$ cat config.mk
export PLATFORM = sky130hd
export DESIGN_NAME = float_to_fixed_decimal_ascii
export DESIGN_NICKNAME = d
export VERILOG_FILES = /design/src/fdec_pkg.sv /design/src/float_to_fixed_decimal_ascii.sv /design/src/fdec_ctrl.sv /design/src/fdec_dp.sv
export SDC_FILE = /design/constraint.sdc
export NUM_CORES = 2
export LEC_CHECK = 0
export ABC_AREA = 1
export BUFFER_PORTS_ARGS = -buffer_cell sky130_fd_sc_hd__buf_2
export CORE_ASPECT_RATIO = 0.5
export CORE_MARGIN = 2
export CORE_UTILIZATION = 30
export DETAILED_ROUTE_END_ITERATION = 6
export PLACE_DENSITY_LB_ADDON = 0.25
export SLEW_MARGIN = 40
export SYNTH_ARGS = -nofsm -noshare
export SYNTH_HDL_FRONTEND = slang
export SYNTH_SLANG_ARGS = --single-unit
$ cat constraint.sdc
create_clock -name clk_i -period 9.55 [get_ports clk_i]
set_clock_uncertainty 0.2 [all_clocks]
set_input_delay 0.4775 -clock clk_i [delete_from_list [all_inputs] [get_ports clk_i]]
set_output_delay 0.4775 -clock clk_i [all_outputs]
set_load 0.01 [all_outputs]
$ cat src/fdec_pkg.sv
// Shared types, constants and lookup functions of the decimal text formatter.
// No dependencies; imported by every module of the block.
package fdec_pkg;

  localparam int unsigned MAX_FRACTION_DIGITS = 6;
  localparam int unsigned NUM_DIGITS = 10;
  localparam int unsigned BCD_W = 4 * NUM_DIGITS;
  localparam int unsigned MANT_W = 24;
  localparam int unsigned MULT_W = 20;
  localparam int unsigned PROD_W = MANT_W + MULT_W;

  localparam logic [7:0] CHAR_ZERO  = 8'h30;
  localparam logic [7:0] CHAR_POINT = 8'h2E;
  localparam logic [7:0] CHAR_MINUS = 8'h2D;

  typedef struct packed {
    logic [31:0] value_bits;
    logic [2:0]  frac_digits;
  } fdec_in_t;

  typedef struct packed {
    logic [7:0] out_char;
    logic       last;
  } fdec_out_t;

  typedef enum logic [1:0] {SPEC_NONE, SPEC_NAN, SPEC_INF} spec_e;
  typedef enum logic [2:0] {OP_IDLE, OP_LOAD, OP_MUL, OP_RND, OP_SCALE, OP_CONV,
                            OP_EMIT} op_e;
  typedef enum logic [1:0] {CH_DIGIT, CH_POINT, CH_MINUS, CH_SPEC} chr_e;

  // controller to datapath
  typedef struct packed {
    op_e        op;
    chr_e       chr;
    logic [3:0] idx;
    logic       last;
  } fdec_cmd_t;

  // datapath to controller
  typedef struct packed {
    spec_e      spec;
    logic       neg;
    logic [2:0] digits;
    logic [3:0] start_pos;
  } fdec_stat_t;

  function automatic logic [2:0] clamp_digits(input logic [2:0] d);
    return (d > 3'(MAX_FRACTION_DIGITS)) ? 3'(MAX_FRACTION_DIGITS) : d;
  endfunction

  // 10^d
  function automatic logic [MULT_W-1:0] pow10(input logic [2:0] d);
    logic [MULT_W-1:0] m;
    unique case (d)
      3'd0:    m = 20'd1;
      3'd1:    m = 20'd10;
      3'd2:    m = 20'd100;
      3'd3:    m = 20'd1000;
      3'd4:    m = 20'd10000;
      3'd5:    m = 20'd100000;
      default: m = 20'd1000000;
    endcase
    return m;
  endfunction

  // position of the leading one of 10^d
  function automatic logic [4:0] pow10_msb(input logic [2:0] d);
    logic [4:0] p;
    unique case (d)
      3'd0:    p = 5'd0;
      3'd1:    p = 5'd3;
      3'd2:    p = 5'd6;
      3'd3:    p = 5'd9;
      3'd4:    p = 5'd13;
      3'd5:    p = 5'd16;
      default: p = 5'd19;
    endcase
    return p;
  endfunction

  // single-precision 2^32 / 10^d, sign dropped
  function automatic logic [30:0] limit_bits(input logic [2:0] d);
    logic [30:0] l;
    unique case (d)
      3'd0:    l = 31'h4F800000;
      3'd1:    l = 31'h4DCCCCCD;
      3'd2:    l = 31'h4C23D70A;
      3'd3:    l = 31'h4A83126F;
      3'd4:    l = 31'h48D1B717;
      3'd5:    l = 31'h4727C5AC;
      default: l = 31'h458637BD;
    endcase
    return l;
  endfunction

  // "nan" / "inf" text
  function automatic logic [7:0] spec_char(input spec_e s, input logic [1:0] i);
    logic [7:0] c;
    if (s == SPEC_NAN) begin
      c = (i == 2'd1) ? 8'h61 : 8'h6E;
    end else begin
      unique case (i)
        2'd0:    c = 8'h69;
        2'd1:    c = 8'h6E;
        default: c = 8'h66;
      endcase
    end
    return c;
  endfunction

  // one shift-and-add-3 step of binary to BCD
  function automatic logic [BCD_W-1:0] dabble(input logic [BCD_W-1:0] b, input logic bit_in);
    logic [BCD_W-1:0] a;
    a = b;
    for (int i = 0; i < NUM_DIGITS; i++) begin
      if (a[4*i +: 4] >= 4'd5) a[4*i +: 4] = a[4*i +: 4] + 4'd3;
    end
    return {a[BCD_W-2:0], bit_in};
  endfunction

endpackage

$ cat src/float_to_fixed_decimal_ascii.sv
// Decimal text formatter for single-precision values: top level.
// Depends on fdec_pkg, fdec_ctrl and fdec_dp.
//
// One value is taken when start is high and busy is low; the text then
// leaves one character per strobe_o cycle, last set on the final one, and
// the receiver has no way to stall it. For a finite value busy stays
// high through multiply, round, half-add and truncate, binary-to-BCD
// conversion at two bits a cycle, digit placement, then the characters, one
// per cycle. For "nan" and "inf" it covers the multiply step, then the three
// characters. Busy falls as the last character is issued, so a new value may
// be taken while that character is still on the port.
module float_to_fixed_decimal_ascii import fdec_pkg::*; (
  input  logic      clk_i,
  input  logic      rst_ni,
  input  logic      start,
  output logic      busy,
  input  fdec_in_t  in_i,
  output logic      strobe_o,
  output fdec_out_t out_o
);

  fdec_cmd_t  cmd;
  fdec_stat_t stat;

  fdec_ctrl u_ctrl (
    .clk_i   (clk_i),
    .rst_ni  (rst_ni),
    .start_i (start),
    .stat_i  (stat),
    .cmd_o   (cmd),
    .busy_o  (busy)
  );

  fdec_dp u_dp (
    .clk_i    (clk_i),
    .rst_ni   (rst_ni),
    .in_i     (in_i),
    .cmd_i    (cmd),
    .stat_o   (stat),
    .strobe_o (strobe_o),
    .out_o    (out_o)
  );

endmodule

$ cat src/fdec_ctrl.sv
// Sequencing state machine of the decimal text formatter.
// Depends on fdec_pkg; drives fdec_dp through command and status structs.
module fdec_ctrl import fdec_pkg::*; (
  input  logic       clk_i,
  input  logic       rst_ni,
  input  logic       start_i,
  input  fdec_stat_t stat_i,
  output fdec_cmd_t  cmd_o,
  output logic       busy_o
);

  typedef enum logic [3:0] {S_IDLE, S_MUL, S_RND, S_SCALE, S_CONV, S_PLACE, S_SIGN,
                            S_DIGIT, S_POINT, S_SPEC} state_e;

  state_e     state_q;
  logic [3:0] ptr_q;
  logic [3:0] cnt_q;

  assign busy_o = (state_q != S_IDLE);

  // command decode
  always_comb begin
    cmd_o = '{op: OP_IDLE, chr: CH_DIGIT, idx: ptr_q, last: 1'b0};
    unique case (state_q)
      S_IDLE:  cmd_o.op = start_i ? OP_LOAD : OP_IDLE;
      S_MUL:   cmd_o.op = OP_MUL;
      S_RND:   cmd_o.op = OP_RND;
      S_SCALE: cmd_o.op = OP_SCALE;
      S_CONV:  cmd_o.op = OP_CONV;
      S_PLACE: cmd_o.op = OP_IDLE;
      S_SIGN: begin
        cmd_o.op  = OP_EMIT;
        cmd_o.chr = CH_MINUS;
      end
      S_DIGIT: begin
        cmd_o.op   = OP_EMIT;
        cmd_o.last = (ptr_q == 4'd0);
      end
      S_POINT: begin
        cmd_o.op  = OP_EMIT;
        cmd_o.chr = CH_POINT;
      end
      S_SPEC: begin
        cmd_o.op   = OP_EMIT;
        cmd_o.chr  = CH_SPEC;
        cmd_o.last = (ptr_q == 4'd2);
      end
      default: cmd_o.op = OP_IDLE;
    endcase
  end

  // state and counters
  always_ff @(posedge clk_i or negedge rst_ni) begin
    if (!rst_ni) begin
      state_q <= S_IDLE;
      ptr_q   <= '0;
      cnt_q   <= '0;
    end else begin
      unique case (state_q)
        S_IDLE:  if (start_i) state_q <= S_MUL;
        S_MUL: begin
          ptr_q   <= '0;
          state_q <= (stat_i.spec != SPEC_NONE) ? S_SPEC : S_RND;
        end
        S_RND:   state_q <= S_SCALE;
        S_SCALE: begin
          cnt_q   <= '0;
          state_q <= S_CONV;
        end
        S_CONV: begin
          cnt_q <= cnt_q + 4'd1;
          if (cnt_q == 4'd15) state_q <= S_PLACE;
        end
        S_PLACE: begin
          ptr_q   <= stat_i.start_pos;
          state_q <= stat_i.neg ? S_SIGN : S_DIGIT;
        end
        S_SIGN:  state_q <= S_DIGIT;
        S_DIGIT: begin
          if (ptr_q == 4'd0) begin
            state_q <= S_IDLE;
          end else begin
            ptr_q <= ptr_q - 4'd1;
            if (ptr_q == {1'b0, stat_i.digits} && stat_i.digits != 3'd0) state_q <= S_POINT;
          end
        end
        S_POINT: state_q <= S_DIGIT;
        S_SPEC: begin
          ptr_q <= ptr_q + 4'd1;
          if (ptr_q == 4'd2) state_q <= S_IDLE;
        end
        default: state_q <= S_IDLE;
      endcase
    end
  end

endmodule

$ cat src/fdec_dp.sv
// Datapath of the decimal text formatter: scaling, float rounding, BCD
// conversion and character register. Depends on fdec_pkg.
module fdec_dp import fdec_pkg::*; (
  input  logic       clk_i,
  input  logic       rst_ni,
  input  fdec_in_t   in_i,
  input  fdec_cmd_t  cmd_i,
  output fdec_stat_t stat_o,
  output logic       strobe_o,
  output fdec_out_t  out_o
);

  logic [MANT_W-1:0] mant_q;
  logic [7:0]        exp_q;
  logic              tiny_q;
  logic              neg_q;
  logic [2:0]        dig_q;
  spec_e             spec_q;
  logic [PROD_W-1:0] prod_q;
  logic [MANT_W:0]   qr_q;
  logic signed [9:0] e2_q;
  logic [31:0]       shift_q;
  logic [BCD_W-1:0]  bcd_q;
  fdec_out_t         out_q;
  logic              strobe_q;

  // input classification
  logic [2:0]  in_dig;
  logic [30:0] in_mag;
  spec_e       in_spec;
  always_comb begin
    in_dig = clamp_digits(in_i.frac_digits);
    in_mag = in_i.value_bits[30:0];
    if (in_mag[30:23] == 8'hFF)             in_spec = SPEC_NAN;
    else if (in_mag > limit_bits(in_dig))   in_spec = SPEC_INF;
    else                                    in_spec = SPEC_NONE;
  end

  // round the product to 24 significant bits
  logic [4:0]        msb;
  logic [5:0]        hi_idx;
  logic [4:0]        rsh;
  logic [PROD_W-1:0] shifted;
  logic [PROD_W-1:0] low_mask;
  logic              guard;
  logic              sticky;
  logic [MANT_W:0]   qr_d;
  logic signed [9:0] e2_d;
  always_comb begin
    msb      = pow10_msb(dig_q);
    hi_idx   = 6'd24 + {1'b0, msb};
    rsh      = msb + {4'd0, prod_q[hi_idx]};
    shifted  = prod_q >> rsh;
    low_mask = (44'd1 << rsh) - 44'd1;
    guard    = |(prod_q & (low_mask ^ (low_mask >> 1)));
    sticky   = |(prod_q & (low_mask >> 1));
    qr_d     = {1'b0, shifted[MANT_W-1:0]}
             + (MANT_W+1)'(guard & (sticky | shifted[0]));
    e2_d     = $signed({2'b00, exp_q}) - 10'sd150 + $signed({5'b00000, rsh});
  end

  // add one half in single precision, then truncate
  logic [34:0] v;
  logic [9:0]  neg_e2;
  logic [4:0]  n;
  logic [25:0] s;
  logic [25:0] keep;
  logic [26:0] sr;
  logic [31:0] scaled;
  always_comb begin
    v      = 35'(qr_q) << e2_q[3:0];
    neg_e2 = 10'(-e2_q);
    n      = neg_e2[4:0];
    s      = 26'(qr_q) + (26'd1 << (n - 5'd1));
    keep   = '0;
    sr     = 27'(s);
    if (s[25]) begin
      keep = s >> 2;
      sr   = 27'(keep + 26'(s[1] & (s[0] | keep[0]))) << 2;
    end else if (s[24]) begin
      keep = s >> 1;
      sr   = 27'(keep + 26'(s[0] & keep[0])) << 1;
    end
    priority if (tiny_q || e2_q < -10'sd25) begin
      scaled = '0;
    end else if (e2_q > 10'sd10) begin
      scaled = '1;
    end else if (e2_q >= 10'sd0) begin
      if (v < 35'd16777216 && v[0]) v = v + 35'd1;
      scaled = (|v[34:32]) ? '1 : v[31:0];
    end else begin
      scaled = 32'(sr >> n);
    end
  end

  // leading digit search over the BCD result
  logic [3:0] hi_dig;
  always_comb begin
    hi_dig = '0;
    for (int i = 0; i < NUM_DIGITS; i++) begin
      if (bcd_q[4*i +: 4] != 4'd0) hi_dig = 4'(i);
    end
  end

  assign stat_o = '{spec: spec_q, neg: neg_q, digits: dig_q,
                    start_pos: (hi_dig > {1'b0, dig_q}) ? hi_dig : {1'b0, dig_q}};

  // character select
  logic [3:0] cur_dig;
  logic [7:0] chr;
  always_comb begin
    cur_dig = bcd_q[{cmd_i.idx, 2'b00} +: 4];
    unique case (cmd_i.chr)
      CH_DIGIT: chr = CHAR_ZERO + {4'd0, cur_dig};
      CH_POINT: chr = CHAR_POINT;
      CH_MINUS: chr = CHAR_MINUS;
      default:  chr = spec_char(spec_q, cmd_i.idx[1:0]);
    endcase
  end

  // strobe
  always_ff @(posedge clk_i or negedge rst_ni) begin
    if (!rst_ni) strobe_q <= 1'b0;
    else         strobe_q <= (cmd_i.op == OP_EMIT);
  end

  // datapath registers
  always_ff @(posedge clk_i) begin
    unique case (cmd_i.op)
      OP_LOAD: begin
        dig_q  <= in_dig;
        spec_q <= in_spec;
        neg_q  <= in_i.value_bits[31];
        exp_q  <= in_mag[30:23];
        tiny_q <= (in_mag[30:23] == 8'h00);
        mant_q <= {1'b1, in_mag[22:0]};
      end
      OP_MUL: prod_q <= mant_q * pow10(dig_q);
      OP_RND: begin
        qr_q <= qr_d;
        e2_q <= e2_d;
      end
      OP_SCALE: begin
        shift_q <= scaled;
        bcd_q   <= '0;
        neg_q   <= neg_q & (scaled != 32'd0);
      end
      OP_CONV: begin
        bcd_q   <= dabble(dabble(bcd_q, shift_q[31]), shift_q[30]);
        shift_q <= {shift_q[29:0], 2'b00};
      end
      OP_EMIT: out_q <= '{out_char: chr, last: cmd_i.last};
      default: ;
    endcase
  end

  assign strobe_o = strobe_q;
  assign out_o    = out_q;

endmodule

==> metrics list <==
* Worst reg-to-reg setup slack: 0.71 ns
- Number of resized instances in the post-cts repair step: 0
- Dividing the detail-routed wire length by the instance count gives 17.1 µm.
- Detailed placement HPWL: 101 mm
- The worst pin sits at a relative slew slack of 0.434.
- From left edge to right edge, the die measures 504 µm.
- Area of the core region: 124000 µm²
* Kind of cell adding the most delay to the critical path: adder cells
* Final count of pins violating max slew: 0
- Final Hold Viols: 0
- Post-CTS Setup Inserts: 0
- The mapped netlist covers 37400 µm².
- The via count of the first global-routing pass came to 33600.
- Synthesis handed over a netlist of 5403 instances.
- STA classifies the critical path startpoint as a flop.
* Number of antenna-violating nets in the routed design: 0
- The worst setup path is captured at a flop.
* Cell type of the slowest stage on the worst timing path: sky130_fd_sc_hd__edfxtp_1
- Slew at the pin closest to its max-slew limit: 0.845 ns
- The die covers 128000 µm².
* IO Count: 49
* Post-DR vias/cell: 4.86
- For this run the aggregate overflow at the end of global routing stands at 0.
* Path type of the worst min-delay path: primary input to flop
- Max-cap violations in this run came to 0.
* Syn_nets: 6088
- Register area share after synthesis: 0.166
- At the worst endpoint, the required time is 9.64 ns.
* Setup repair after global routing missed its margin: false
- Die height: 254 µm
* DR vias: 34500
- The synthesized design contains 209 register bits.
- The longest clock path from root to sink contains 3 buffers.
* Starting density of the core: 0.303
- Cts bufs inserted: 27
* Number of core rows: 91
- Number of antenna violations at the first check in global routing: 0
- Entering global routing, the biggest net connects 68 pins.
* Wire length reported by the detailed router: 121 mm
* Avg Synthesized Cell Area: 6.93 µm²
- Number of enable-type register cells in the synthesized netlist: 196
* Count of port buffers added during placement: 46
* Synth Warn #: 0
- # diodes: 0
- Global-route total usage across every layer: 0.190
- Fraction of final layout cells sized beyond drive strength 1: 0.0466
- Final estimated routing congestion in global placement: 0.934
* Depth of the CTS H-tree: 1
- After routing, the total negative slack on setup checks comes to 0 ns.
* Root Buffer Master: sky130_fd_sc_hd__clkbuf_16
- Achievable Freq: 0.113 GHz
- For this run, the detailed router's first-pass iteration total came to 6.
- Final min period: 8.84 ns
* Async set or reset register ratio after synthesis: 0.0622
- The flow ran to the end, and the final reports show no timing, DRC or antenna violations.
* Commonest cells in the netlist: sky130_fd_sc_hd__nand2_1, sky130_fd_sc_hd__inv_1, sky130_fd_sc_hd__nor2_1
- Top cell type's share of synthesized area: 0.185
* Synth area leaders: sky130_fd_sc_hd__fa_1, sky130_fd_sc_hd__edfxtp_1, sky130_fd_sc_hd__nand2_1
- First-pass GRT wire length: 192 mm
- Count of unique library cells instantiated by Yosys: 80
- Clock sink count: 209
- STA puts the critical path data arrival time at 8.93 ns.
- For the worst-skew pair, the clock arrives at the later sink with an insertion delay of 0.55 ns.
* Largest area contributor in the synthesized netlist: sky130_fd_sc_hd__fa_1
- Reg clk slew, reported paths: 0.06 ns
- For this run, the slowest stage of the critical path takes 0.58 ns.
- The final layout contains 6078 nets.
- Finish-stage setup viols: 0
- Worst Path Class, Setup: flop to flop
* Cell with the most instances on the worst path: sky130_fd_sc_hd__inv_1
- Yosys instantiated no cell more often than sky130_fd_sc_hd__nand2_1.
- Critical path buffer and inverter count: 9
* Residual DRC: 0
* Largest fanout on the critical path: 19
- Count of routing violations after the opening detailed-route iteration: 2846
- Prevailing post-synth register cell: sky130_fd_sc_hd__edfxtp_1
- Relative to the synthesized area, the layout overhead comes to 8.80%.
- TritonCTS built the clock tree.
* Tcrit/Tclk final: 0.926
worst register-to-register path, delay by kind of cell, from the launching register on:
family          cells  cell delay, ns
flops               1            0.58
compound gates     10            2.09
xor+xnor            1            0.10
buf+inv             9            1.41
simple gates        5            0.61
fa+ha+maj           8            3.60
cells by family after synthesis:
group                    after synthesis  share of synthesized area
other                                  2                   0.000201
multiplexers                           5                    0.00134
adder cells (fa/ha/maj)              647                      0.286
buffers and inverters               1216                      0.127
flip-flops                           209                      0.166
AO/OA/AOI/OAI                        777                      0.115
XOR/XNOR                             130                     0.0313
AND/OR/NAND/NOR                     2417                      0.273
cell usage in the layout (no fill, tap or decap), types with 12 or more instances in the layout:
| cell | n |
|---|---|
| sky130_fd_sc_hd__xnor2_1 | 37 |
| sky130_fd_sc_hd__edfxtp_1 | 196 |
| sky130_fd_sc_hd__dfrtp_1 | 13 |
| sky130_fd_sc_hd__o22ai_1 | 25 |
| sky130_fd_sc_hd__clkinv_1 | 13 |
| sky130_fd_sc_hd__nand4_1 | 53 |
| sky130_fd_sc_hd__nor4_1 | 12 |
| sky130_fd_sc_hd__buf_2 | 46 |
| sky130_fd_sc_hd__a31oi_1 | 27 |
| sky130_fd_sc_hd__a22oi_1 | 15 |
| sky130_fd_sc_hd__nor3_1 | 35 |
| sky130_fd_sc_hd__nand2_2 | 13 |
| sky130_fd_sc_hd__buf_4 | 48 |
| sky130_fd_sc_hd__inv_1 | 1022 |
| sky130_fd_sc_hd__a21oi_1 | 204 |
| sky130_fd_sc_hd__or2_2 | 15 |
| sky130_fd_sc_hd__nand2_1 | 1278 |
| sky130_fd_sc_hd__dlygate4sd3_1 | 30 |
| sky130_fd_sc_hd__a211oi_1 | 12 |
| sky130_fd_sc_hd__o21ai_0 | 355 |
| sky130_fd_sc_hd__xor2_1 | 90 |
| sky130_fd_sc_hd__nor2_1 | 561 |
| sky130_fd_sc_hd__o21ai_1 | 48 |
| sky130_fd_sc_hd__inv_2 | 13 |
| sky130_fd_sc_hd__ha_1 | 300 |
| sky130_fd_sc_hd__nand3_1 | 377 |
| sky130_fd_sc_hd__o211ai_1 | 22 |
| sky130_fd_sc_hd__fa_1 | 346 |
| sky130_fd_sc_hd__clkbuf_16 | 27 |
repair_timing:
item | in CTS | in global routing
hold buffers | 30 | 0
setup endpoints to repair | 0 | 0
hold endpoints to repair | 42 | 0
registers in the layout (all words and copies together), names as in the netlist, 3 cells and up:
name / cells
u_ctrl.state_q: 4
u_ctrl.cnt_q: 4
u_dp.qr_q: 25
u_dp.dig_q: 3
u_dp.bcd_q: 40
u_dp.mant_q: 23
u_ctrl.ptr_q: 4
u_dp.shift_q: 32
u_dp.e2_q: 10
u_dp.prod_q: 44
u_dp.out_o: 7
u_dp.exp_q: 8
routing by layer:
layer | routed length, µm | track usage | vias to the layer above
met3 | 5940 | 0.0145 | 136
li1 | - | - | 17100
met4 | 2460 | 0.0390 | 0
met2 | 56700 | 0.319 | 876
met5 | 0 | 0 | -
met1 | 56400 | 0.267 | 16300
final timing paths:
kind / start / cells past startpoint / to
worst max-delay path: u_dp.dig_q[2] / 33 / u_dp.prod_q[37]
worst min-delay path: in_i[33] / 1 / u_dp.exp_q[7]
worst max register to register: u_dp.dig_q[2] / 33 / u_dp.prod_q[37]
worst min register to register: u_ctrl.cnt_q[3] / 1 / u_ctrl.cnt_q[3]
max in group asynchronous: rst_ni / 2 / u_ctrl.state_q[3]
min in group asynchronous: rst_ni / 2 / u_dp.strobe_o
layout make-up:
class,count,area [µm²]
clock buffer,29,683
clock inverter,20,325
fill,13500,82800
inverter,1051,3970
multi-input combinational,3978,26500
sequential,209,6210
tap,1674,2090
timing repair buffer,126,921
metrics by stage:
stage / instance area, µm² / instances / hold slack (ns) / worst slack, ns / util
final: 40700 / 7087 / 0.0319 / 0.709 / 0.330
after global routing: 40700 / 7087 / 0.00653 / 0.0831 / 0.330
after CTS: 40700 / 7087 / 0.00479 / 0.666 / 0.330
after detailed placement: 39400 / 7008 / 0.193 / 0.692 / 0.319
after global placement: 39400 / 7006 / 0.199 / 0.836 / 0.319
after floorplan: 37400 / 5403 / -0.0181 / 1.57 / -
Power is left out: the tool's default activity adds up to more than one toggle a clock period on the data nets, which glitch-free logic cannot reach.
